## src/rtl/bdch_pkg.sv

```systemverilog
// Package for the three-button debouncer with click and hold events.
// Holds the shared types, register codes and reset values; no dependencies.
package bdch_pkg;

   localparam int NUM_BUTTONS  = 3;
   localparam int NOW_WIDTH    = 32;
   localparam int CFG_WIDTH    = 16;
   localparam int MASK_WIDTH   = 3;
   localparam int INDEX_WIDTH  = 2;
   localparam int CSR_IDX_W    = 3;
   localparam int REQ_DATA_W   = 40;
   localparam int RSP_DATA_W   = 8;

   localparam logic [CFG_WIDTH-1:0]  DEBOUNCE_RESET = 16'd30;
   localparam logic [CFG_WIDTH-1:0]  HOLD_RESET     = 16'd3000;
   localparam logic [CFG_WIDTH-1:0]  LOCKOUT_RESET  = 16'd50;
   localparam logic [MASK_WIDTH-1:0] HOLD_EN_RESET  = 3'd1;
   localparam logic [MASK_WIDTH-1:0] LOCK_EN_RESET  = 3'd4;

   typedef enum logic [CSR_IDX_W-1:0] {
      CSR_DEBOUNCE = 3'd0,
      CSR_HOLD     = 3'd1,
      CSR_LOCKOUT  = 3'd2,
      CSR_HOLD_EN  = 3'd3,
      CSR_LOCK_EN  = 3'd4
   } csr_index_type;

   typedef struct packed {
      logic [CFG_WIDTH-1:0] debounce_ms;
      logic [CFG_WIDTH-1:0] hold_ms;
      logic [CFG_WIDTH-1:0] lockout_ms;
      logic                 hold_en;
      logic                 lockout_en;
   } lane_cfg_type;

   typedef struct packed {
      logic valid;
      logic hold;
   } event_type;

endpackage

```

## src/rtl/bdch_lane.sv

```systemverilog
// One button lane: debounce, press timing, hold detection and lockout.
// Depends on bdch_pkg for the lane configuration and event types.
module bdch_lane #(
   parameter int TIME_WIDTH = 32
) (
   input  logic                  clock,
   input  logic                  reset,
   input  logic                  load,
   input  logic                  raw,
   input  logic [TIME_WIDTH-1:0] now_time,
   input  bdch_pkg::lane_cfg_type cfg,
   output bdch_pkg::event_type   evt
);
   import bdch_pkg::*;

   logic                  sampled_ff, sampled_in;
   logic                  stable_ff, stable_in;
   logic                  hold_done_ff, hold_done_in;
   logic [TIME_WIDTH-1:0] edge_time_ff, edge_time_in;
   logic [TIME_WIDTH-1:0] press_time_ff, press_time_in;
   logic [TIME_WIDTH-1:0] last_accept_ff, last_accept_in;

   logic                  changed;
   logic [TIME_WIDTH-1:0] edge_elapsed;
   logic [TIME_WIDTH-1:0] press_elapsed;
   logic [TIME_WIDTH-1:0] accept_elapsed;
   logic                  lock_ok;
   logic                  offer;
   logic                  offer_hold;
   logic                  emit;

   always_comb begin
      changed        = raw != sampled_ff;
      sampled_in     = raw;
      edge_time_in   = changed ? now_time : edge_time_ff;
      edge_elapsed   = changed ? '0 : now_time - edge_time_ff;
      press_elapsed  = now_time - press_time_ff;
      accept_elapsed = now_time - last_accept_ff;
      lock_ok        = !cfg.lockout_en ||
                       (accept_elapsed >= TIME_WIDTH'(cfg.lockout_ms));

      stable_in      = stable_ff;
      hold_done_in   = hold_done_ff;
      press_time_in  = press_time_ff;
      last_accept_in = last_accept_ff;
      offer          = 1'b0;
      offer_hold     = 1'b0;

      if (raw == stable_ff) begin
         if (!stable_ff && cfg.hold_en && !hold_done_ff &&
             (press_elapsed >= TIME_WIDTH'(cfg.hold_ms))) begin
            offer        = 1'b1;
            offer_hold   = 1'b1;
            hold_done_in = 1'b1;
         end
      end else if (edge_elapsed >= TIME_WIDTH'(cfg.debounce_ms)) begin
         stable_in = raw;
         if (!raw) begin
            press_time_in = now_time;
            hold_done_in  = 1'b0;
         end else if (!hold_done_ff) begin
            offer = 1'b1;
         end
      end

      // A dropped event on a lockout button leaves the accept time alone.
      emit = offer && lock_ok;
      if (emit && cfg.lockout_en) begin
         last_accept_in = now_time;
      end

      evt.valid = emit;
      evt.hold  = offer_hold;
   end

   always_ff @(posedge clock) begin
      if (reset) begin
         sampled_ff     <= 1'b1;
         stable_ff      <= 1'b1;
         hold_done_ff   <= 1'b0;
         edge_time_ff   <= '0;
         press_time_ff  <= '0;
         last_accept_ff <= '0;
      end else if (load) begin
         sampled_ff     <= sampled_in;
         stable_ff      <= stable_in;
         hold_done_ff   <= hold_done_in;
         edge_time_ff   <= edge_time_in;
         press_time_ff  <= press_time_in;
         last_accept_ff <= last_accept_in;
      end
   end

endmodule

```

## src/rtl/bdch_merge.sv

```systemverilog
// Merging stage: collects the events of one poll from the lanes and sends
// them out one per cycle while out_ready holds, in button order. Depends on bdch_pkg.
module bdch_merge (
   input  logic                                   clock,
   input  logic                                   reset,
   input  logic                                   load,
   input  bdch_pkg::event_type [bdch_pkg::NUM_BUTTONS-1:0] lane_evt,
   input  logic                                   out_ready,
   output logic                                   out_valid,
   output logic [bdch_pkg::INDEX_WIDTH-1:0]       out_index,
   output logic                                   out_hold,
   output logic                                   out_last,
   output logic                                   can_load
);
   import bdch_pkg::*;

   logic [NUM_BUTTONS-1:0] pending_ff, pending_in;
   logic [NUM_BUTTONS-1:0] kind_ff, kind_in;
   logic [NUM_BUTTONS-1:0] lowest;
   logic                   fire;

   always_comb begin
      lowest    = '0;
      out_index = '0;
      priority if (pending_ff[0]) begin
         lowest[0] = 1'b1;
         out_index = INDEX_WIDTH'(0);
      end else if (pending_ff[1]) begin
         lowest[1] = 1'b1;
         out_index = INDEX_WIDTH'(1);
      end else if (pending_ff[2]) begin
         lowest[2] = 1'b1;
         out_index = INDEX_WIDTH'(2);
      end else begin
         lowest    = '0;
         out_index = '0;
      end

      out_valid = |pending_ff;
      out_hold  = |(kind_ff & lowest);
      out_last  = (pending_ff & ~lowest) == '0;
      fire      = out_valid && out_ready;
      can_load  = !out_valid || (fire && out_last);

      kind_in    = kind_ff;
      pending_in = pending_ff;
      if (load) begin
         for (int b = 0; b < NUM_BUTTONS; b++) begin
            pending_in[b] = lane_evt[b].valid;
            kind_in[b]    = lane_evt[b].hold;
         end
      end else if (fire) begin
         pending_in = pending_ff & ~lowest;
      end
   end

   always_ff @(posedge clock) begin
      if (reset) begin
         pending_ff <= '0;
      end else begin
         pending_ff <= pending_in;
      end
   end

   always_ff @(posedge clock) begin
      kind_ff <= kind_in;
   end

endmodule

```

## src/rtl/button_debounce_click_hold.sv

```systemverilog
// Top level of the three-button debouncer with click, hold and lockout.
// Instantiates three bdch_lane cores and bdch_merge; depends on bdch_pkg.
//
//  Channel  Direction  Handshake             Payload
//  req      in         req_tvalid/tready     tdata: raw levels, now_ms
//  rsp      out        rsp_tvalid/tready     tdata: button_index, tuser, tlast
//  csr      in         csr_valid/csr_ready   csr_index, csr_data
//
// All lanes update together when a poll is accepted. Its events leave one
// per cycle while rsp_tready is high; a new poll can be taken while the last
// event of the previous poll leaves the result port.
// Reset is synchronous: buttons start released, all times at zero.
// A stalled result port blocks new polls while any event of a poll waits.
module button_debounce_click_hold #(
   parameter int TIME_WIDTH = 32
) (
   input  logic                                  clock,
   input  logic                                  reset,
   input  logic                                  req_tvalid,
   output logic                                  req_tready,
   // [0] raw_left, [1] raw_right, [2] raw_confirm, [34:3] now_ms
   input  logic [bdch_pkg::REQ_DATA_W-1:0]       req_tdata,
   output logic                                  rsp_tvalid,
   input  logic                                  rsp_tready,
   // [1:0] button_index
   output logic [bdch_pkg::RSP_DATA_W-1:0]       rsp_tdata,
   // [0] is_hold
   output logic                                  rsp_tuser,
   output logic                                  rsp_tlast,
   input  logic                                  csr_valid,
   output logic                                  csr_ready,
   input  logic [bdch_pkg::CSR_IDX_W-1:0]        csr_index,
   input  logic [bdch_pkg::CFG_WIDTH-1:0]        csr_data
);
   import bdch_pkg::*;

   logic [CFG_WIDTH-1:0]  debounce_ff;
   logic [CFG_WIDTH-1:0]  hold_ff;
   logic [CFG_WIDTH-1:0]  lockout_ff;
   logic [MASK_WIDTH-1:0] hold_en_ff;
   logic [MASK_WIDTH-1:0] lock_en_ff;

   logic                  load;
   logic [TIME_WIDTH-1:0] now_time;
   logic [INDEX_WIDTH-1:0] out_index;
   lane_cfg_type [NUM_BUTTONS-1:0] lane_cfg;
   event_type    [NUM_BUTTONS-1:0] lane_evt;

   assign csr_ready = 1'b1;

   always_ff @(posedge clock) begin
      if (reset) begin
         debounce_ff <= DEBOUNCE_RESET;
         hold_ff     <= HOLD_RESET;
         lockout_ff  <= LOCKOUT_RESET;
         hold_en_ff  <= HOLD_EN_RESET;
         lock_en_ff  <= LOCK_EN_RESET;
      end else if (csr_valid && csr_ready) begin
         unique case (csr_index)
            CSR_DEBOUNCE: debounce_ff <= csr_data;
            CSR_HOLD:     hold_ff     <= csr_data;
            CSR_LOCKOUT:  lockout_ff  <= csr_data;
            CSR_HOLD_EN:  hold_en_ff  <= csr_data[MASK_WIDTH-1:0];
            CSR_LOCK_EN:  lock_en_ff  <= csr_data[MASK_WIDTH-1:0];
            default: ;
         endcase
      end
   end

   assign load     = req_tvalid && req_tready;
   assign now_time = TIME_WIDTH'(req_tdata[NUM_BUTTONS +: NOW_WIDTH]);

   for (genvar b = 0; b < NUM_BUTTONS; b++) begin : g_lane
      assign lane_cfg[b].debounce_ms = debounce_ff;
      assign lane_cfg[b].hold_ms     = hold_ff;
      assign lane_cfg[b].lockout_ms  = lockout_ff;
      assign lane_cfg[b].hold_en     = hold_en_ff[b];
      assign lane_cfg[b].lockout_en  = lock_en_ff[b];

      bdch_lane #(
         .TIME_WIDTH (TIME_WIDTH)
      ) u_lane (
         .clock    (clock),
         .reset    (reset),
         .load     (load),
         .raw      (req_tdata[b]),
         .now_time (now_time),
         .cfg      (lane_cfg[b]),
         .evt      (lane_evt[b])
      );
   end

   bdch_merge u_merge (
      .clock     (clock),
      .reset     (reset),
      .load      (load),
      .lane_evt  (lane_evt),
      .out_ready (rsp_tready),
      .out_valid (rsp_tvalid),
      .out_index (out_index),
      .out_hold  (rsp_tuser),
      .out_last  (rsp_tlast),
      .can_load  (req_tready)
   );

   assign rsp_tdata = RSP_DATA_W'(out_index);

endmodule

```

## config.mk

```make
export PLATFORM = sky130hd
export DESIGN_NAME = button_debounce_click_hold
export DESIGN_NICKNAME = d
export VERILOG_FILES = /design/src/rtl/bdch_pkg.sv /design/src/rtl/bdch_lane.sv /design/src/rtl/bdch_merge.sv /design/src/rtl/button_debounce_click_hold.sv
export SDC_FILE = /design/constraint.sdc
export NUM_CORES = 1
export LEC_CHECK = 0
export BUFFER_PORTS_ARGS = -buffer_cell sky130_fd_sc_hd__buf_2
export CAP_MARGIN = 20
export CORE_ASPECT_RATIO = 0.7
export CORE_UTILIZATION = 55
export CTS_CLUSTER_DIAMETER = 150
export DETAILED_ROUTE_END_ITERATION = 10
export HOLD_SLACK_MARGIN = 0.1
export PLACE_DENSITY_LB_ADDON = 0.15
export SETUP_SLACK_MARGIN = 0.4
export SLEW_MARGIN = 20
export SYNTH_ARGS = -nofsm -noshare
export SYNTH_HDL_FRONTEND = slang
export SYNTH_HIERARCHICAL = 1
export SYNTH_SLANG_ARGS = --single-unit
```

## constraint.sdc

```tcl
create_clock -name clock -period 14.86 [get_ports clock]
set_clock_uncertainty 0.05 [all_clocks]
set_input_delay 2.972 -clock clock [delete_from_list [all_inputs] [get_ports clock]]
set_output_delay 2.972 -clock clock [all_outputs]
set_load 0.005 [all_outputs]
```

-- Yosys cells after proc, flatten, opt, wreduce, memory -nomap -nowiden
Cells that the tools add are included.
Widths: inputs -> output; s select.
- register bits after elaboration: 357
- $add $sub $neg: 9
- bitwise logic cells: 9
- $lt $le $gt $ge: 9
- equal/unequal tests: 16
- reduce and logical (&&, ||, !) cells: 60
- muxes and demuxes: 40
- operators with widths (cell ; number):
    $ge 32x16->1 ; 9
    $sub 32x32->32 ; 9
    $mux 32 ; 3
    $mux 1 ; 31
    $reduce_and 4->1 ; 6
    $reduce_and 2->1 ; 11
    $logic_and 1x1->1 ; 18
    $logic_not 1->1 ; 10
    $reduce_and 3->1 ; 3
    $mux 2 ; 4
    $reduce_bool 2->1 ; 4
    $and 3x3->3 ; 2
    $eq 3x2->1 const B ; 2
    $logic_not 3->1 ; 2
    $mux 3 ; 2
    $ne 2x1->1 const B ; 3
    $ne 2x2->1 const B ; 3
    $not 1->1 ; 6
    $reduce_or 3->1 ; 2
    $logic_or 1x1->1 ; 4
    $eq 1x1->1 ; 3
    $eq 3x1->1 const B ; 1
    $eq 3x3->1 const B ; 1
    $ne 1x1->1 ; 3
    $not 3->3 ; 1

-- Depth between registers and ports, before layout
- word-level depth: 10
- mapped depth: 27

-- By module
Netlist, hierarchy kept.
- modules (own cells, without submodules) (module ; instances ; area an instance (sq um) ; cells each):
    bdch_lane (g_lane[1].u_lane) ; 1 ; 11310.8 ; 1547
    bdch_lane (g_lane[2].u_lane) ; 1 ; 11028.1 ; 1528
    bdch_lane (g_lane[0].u_lane) ; 1 ; 10895.4 ; 1510
    button_debounce_click_hold ; 1 ; 2284.7 ; 219
    bdch_merge ; 1 ; 326.6 ; 33

-- Least setup slack after synthesis
No wires, ideal clock.
- path kind: input -> register
- start point: in req_tdata[3] in the netlist's numbering
- end point: reg g_lane[0].u_lane.last_accept_ff[0]
- stages: 26
- setup time: 120 ps
- slack: 7515 ps
- arrival: 7175 ps
- data required time: 14690 ps
- path through: inv_1 ha_1 inv_1 fa_1 a21oi_1 o211ai_1 nand2_1 a22oi_1 a21o_1 a21oi_1 o21bai_1 a21oi_1 xnor2_1 ha_1 nand2_1 o21ai_0 nor4b_1 o211ai_1 nor4_1 o2111ai_1 nor4_1 nand4_1 nor4_2 nor3_4 buf_6 mux2i_1
- longest elaborated chain between the ends: 8
- elaborated cells between the ends (all ways): 15
- those cells by class: add/sub: 3; order compare: 3; mux: 4; reduce/logical: 5
- ends and longest elaborated chain (element ; line ; text):
    from (decl) ; button_debounce_click_hold.sv:22 ; input logic [bdch_pkg::REQ_DATA_W-1:0] req_tdata,
    $sub 32x32->32, on equally long branches ; bdch_lane.sv:36, bdch_lane.sv:37 ;
    $mux 32 or $ge 32x16->1 (tied branches) ; bdch_lane.sv:36, bdch_lane.sv:51 ;
    $ge 32x16->1 or $logic_and 1x1->1 (tied branches) ; bdch_lane.sv:56, bdch_lane.sv:50 ;
    $mux 1, on equally long branches ; bdch_lane.sv:56, bdch_lane.sv:50 ;
    $mux 1 ; bdch_lane.sv:49 ; if (raw == stable_ff) begin
    $logic_and 1x1->1 ; bdch_lane.sv:67 ; emit = offer && lock_ok;
    $logic_and 1x1->1 ; bdch_lane.sv:68 ; if (emit && cfg.lockout_en) begin
    $reduce_and 2->1 (no source line) ; n/a ;
    to (signal assigned) ; bdch_lane.sv:90 ; last_accept_ff <= last_accept_in;
    to (decl) ; bdch_lane.sv:21 ; logic [TIME_WIDTH-1:0] last_accept_ff, last_accept_in;
Several ways; a longest one is shown, not always the timed one.
A chain may end at the register's enable or synchronous reset.

-- Worst setup path after layout
- start point: in req_tdata[3] in the netlist's numbering
- end point: reg g_lane[0].u_lane.last_accept_ff[8]
- longest elaborated chain between the ends: 8
- elaborated cells between the ends (all ways): 15
- those cells by class: add/sub: 3; order compare: 3; mux: 4; reduce/logical: 5
- ends and longest elaborated chain (element ; line):
    $sub 32x32->32, on equally long branches ; bdch_lane.sv:36, bdch_lane.sv:37
    $mux 32 or $ge 32x16->1 (tied branches) ; bdch_lane.sv:36, bdch_lane.sv:51
    $ge 32x16->1 or $logic_and 1x1->1 (tied branches) ; bdch_lane.sv:56, bdch_lane.sv:50
    $mux 1, on equally long branches ; bdch_lane.sv:56, bdch_lane.sv:50
    $mux 1 ; bdch_lane.sv:49
    $logic_and 1x1->1 (*) ; bdch_lane.sv:67
    $logic_and 1x1->1 (*) ; bdch_lane.sv:68
    $reduce_and 2->1 (no source line) (*) ; n/a
Every way passes the cells marked *; elsewhere a longest branch is shown, timed or not.

==> impl_metrics.tcl <==
set metrics [dict create \
    status "finished, final reports clean" \
    cp_slowest_cell "nor4_2" \
    synthMuxAreaShare_pct 6.646 \
    cp-start-kind "primary input" \
    critPathKind "in -> reg" \
    dieHeight_um 215.6 \
    crit_path_frequent_cell "a21oi_1" \
    endpoint_kind "register" \
    antenna_found_initial 2 \
    pre_cts_ws_ns 5.684 \
    core_region_area_um2 63780 \
    final_cell_mix "nand2_1 (595), inv_1 (502), a21oi_1 (447)" \
    die_x_um 307.1 \
    cts.sinks 357 \
    rr_startpoint "g_lane[0].u_lane/last_accept_ff[0]" \
    routed_wl_mm 111.4 \
    htreeDepth 2 \
    cap_violations 0 \
    yosysUniqueCellTypes 125 \
    finalNetCount 5271 \
    p_leak_nw 15.59 \
    vias_per_cell 6.034 \
    clk_latency_ns 0.60 \
    r2r_cells 25 \
    dieArea_um2 66210 \
    path_buf_inv 4 \
    async_flop_share_pct 0 \
    grt_pass1_wl_mm 173.4 \
    yosys.area_share.simple_pct 21.93 \
    dp.cells 5595 \
    synth.avg_cell_area_um2 7.411 \
    utilization_pct 59.58 \
    timing.reg2reg.setup_slack_ns 8.71 \
    synthXorXnorAreaFrac_pct 4.786 \
    rsz0062_at_grt "false" \
    min_path_type "reg -> reg" \
    cts_hold_buf 0 \
    crit_path_max_fanout 19 \
    power_density_nw_per_um2 92.43 \
    ys_ff_latch 357 \
    clockBufferDepth 3 \
    vias 34200 \
    syn_inst 4837 \
    synth_edf_count 3 \
    yosysWarnings 6 \
    irDropWorstVdd_uv 84.79 \
    max_slew_margin_pct 28.25 \
    yosysSeqAreaShare_pct 20.02 \
    setup_viol 0 \
    ant_nets 0 \
    rows 77 \
    total_power_mw 3.512 \
    clkTransAtPathRegs_ns 0.06 \
    post_cts_resized 0 \
    firstDrtPassIters 7 \
    grt_max_degree 122 \
    fin_crit_sh_pct 58.96 \
    drive_gt1_share_pct 5.479 \
    numCtsBuffers 41 \
    diodes 0 \
    fin_area_um2 38000 \
    drc_errors 0 \
    clockRootBuffer "clkbuf_16" \
    synth_compound_area_share_pct 22.74 \
    postPlaceCellArea_um2 36560 \
    cp.arrival_ns 9.18 \
    hold_slack_ns 0.4031 \
    hold_start "g_lane[1].u_lane/edge_time_ff[30]" \
    drv_slew 0 \
    max_freq_ghz 0.1141 \
    cpPeakStageDelay_ns 0.43 \
    final.setup.tns_ns 0 \
    hold_viol 0 \
    drt-initial-drc-count 3348 \
    cp_data_required_time_ns 15.28 \
    wl_per_cell_um 19.64 \
    grt_use_total_pct 32.96 \
    start_util_pct 56.20 \
    whs_path_depth 2 \
    cts_tree "built" \
    worst_pin_slew_ns 1.076 \
    netlist_area_um2 35850 \
    fin_cells 5669 \
    grt_pass1_vias 30130 \
    cts_setup_buffers 0 \
    fin_ws_ns 6.098 \
    io_buffers 64 \
    period_needed_ns 8.762 \
    grt_overflow 0 \
    area_growth_pct 6.011 \
    dp_hpwl_mm 82.28 \
    io_pins 77 \
    synth-adder-area-share_pct 15.50 \
    synth_ff_type "dfxtp_1" \
    layout_commonest_cell "nand2_1" \
    r2r-end "g_lane[0].u_lane/last_accept_ff[8]" \
    path_delay_family "simple AND/OR/NAND/NOR gates" \
    synth_top_family_by_area "compound AO/OA/AOI/OAI gates" \
    place_congestion 0.9750 \
    worstHoldEndpoint "g_lane[1].u_lane/edge_time_ff[30]" \
]
-- cell families (layout without fill, tap and decap cells) --
| family | after synthesis | after routing |
|---|---|---|
| flip-flops | 357 | 357 |
| multiplexers | 237 | 237 |
| other | 2 | 7 |
| AO/OA/AOI/OAI | 1265 | 1265 |
| buffers and inverters | 731 | 689 |
| adder cells (fa/ha/maj) | 439 | 439 |
| XOR/XNOR | 195 | 195 |
| AND/OR/NAND/NOR | 1611 | 1611 |
-- layout make-up --
cell class | count | area, um^2
clock inverters | 20 | 252.7
clock buffers | 54 | 1187
repair buffers | 109 | 668.1
fillers | 6043 | 25780
inverters | 506 | 1902
well taps | 869 | 1087
flip-flops and latches | 357 | 7177
multi-input cells | 3754 | 25730
-- metal layers --
metal	share of wire [%]	GRT usage [%]
met3	11	8.141
met1	50	51.93
met5	0.012	0
met2	37	43.45
met4	2.2	7.479
-- synth_stat cells (all sizes together) (26+ instances only) --
| cell | instances | area, um^2 |
|---|---|---|
| nor3 | 61 | 321.6 |
| nor2b | 41 | 256.5 |
| xnor2 | 101 | 884.6 |
| a211oi | 55 | 430.4 |
| clkbuf | 160 | 600.6 |
| a31oi | 35 | 219.0 |
| o31ai | 26 | 227.7 |
| xor2 | 94 | 830.8 |
| mux2i | 229 | 2292 |
| nand3b | 36 | 270.3 |
| a21o | 105 | 788.3 |
| inv | 506 | 1899 |
| dfxtp | 354 | 7087 |
| nor2 | 346 | 1301 |
| nand3 | 79 | 400.4 |
| nand2b | 161 | 1007 |
| nor4 | 34 | 240.2 |
| ha | 429 | 5368 |
| nand2 | 597 | 2241 |
| and3 | 26 | 167.7 |
| buf | 65 | 491.7 |
| o21bai | 43 | 330.3 |
| o21a | 57 | 435.4 |
| o21ai | 257 | 1294 |
| nand4 | 103 | 663.1 |
| o211ai | 44 | 335.3 |
| a21oi | 451 | 2272 |
-- worst reg2reg max path: stages (launching register included) --
cell and delay, ns:
dfxtp_1 0.33, ha_1 0.17, inv_1 0.06, fa_1 0.40
a21oi_1 0.39, o211ai_1 0.23, nand2_1 0.15, a22oi_1 0.12
a21o_1 0.20, a21oi_1 0.22, o21bai_1 0.09, a21oi_1 0.20
xnor2_1 0.17, ha_1 0.28, nand2_1 0.06, o21ai_0 0.15
nor4b_1 0.40, o211ai_1 0.18, nor4_1 0.37, o2111ai_1 0.18
nor4_1 0.33, nand4_1 0.17, nor4_2 0.43, nor3_4 0.22
buf_4 0.31, mux2i_1 0.18
-- sequential cells by signal, summed over array words and instances, names as in the netlist --
signal,count
lock_en_ff,3
g_lane.u_lane/press_time_ff,96
g_lane.u_lane/stable_ff,3
u_merge/kind_ff,3
g_lane.u_lane/sampled_ff,3
hold_ff,16
u_merge/pending_ff,3
debounce_ff,16
hold_en_ff,3
g_lane.u_lane/hold_done_ff,3
g_lane.u_lane/edge_time_ff,96
lockout_ff,16
g_lane.u_lane/last_accept_ff,96
-- power by group --
part	switching (mW)	total [mW]	leakage [nW]	internal, mW
logic	0.842	1.35	12.0	0.512
registers	0.0318	1.04	2.91	1.01
clock network	0.464	1.12	0.697	0.652
total	1.34	3.51	15.6	2.17
-- worst max-delay path by stage --
stage | to | slack, ns | depth (start not counted) | from
floorplan | g_lane[0].u_lane/last_accept_ff[0] | 7.52 | 26 | req_tdata[3]
global placement | g_lane[0].u_lane/last_accept_ff[9] | 5.86 | 27 | req_tdata[3]
detailed placement | g_lane[0].u_lane/last_accept_ff[8] | 5.68 | 27 | req_tdata[3]
CTS | g_lane[0].u_lane/last_accept_ff[5] | 6.29 | 27 | req_tdata[3]
global route | g_lane[0].u_lane/last_accept_ff[7] | 5.71 | 27 | req_tdata[3]
finish | g_lane[0].u_lane/last_accept_ff[8] | 6.10 | 27 | req_tdata[3]
No activity file was read; power rests on OpenSTA's default activity.
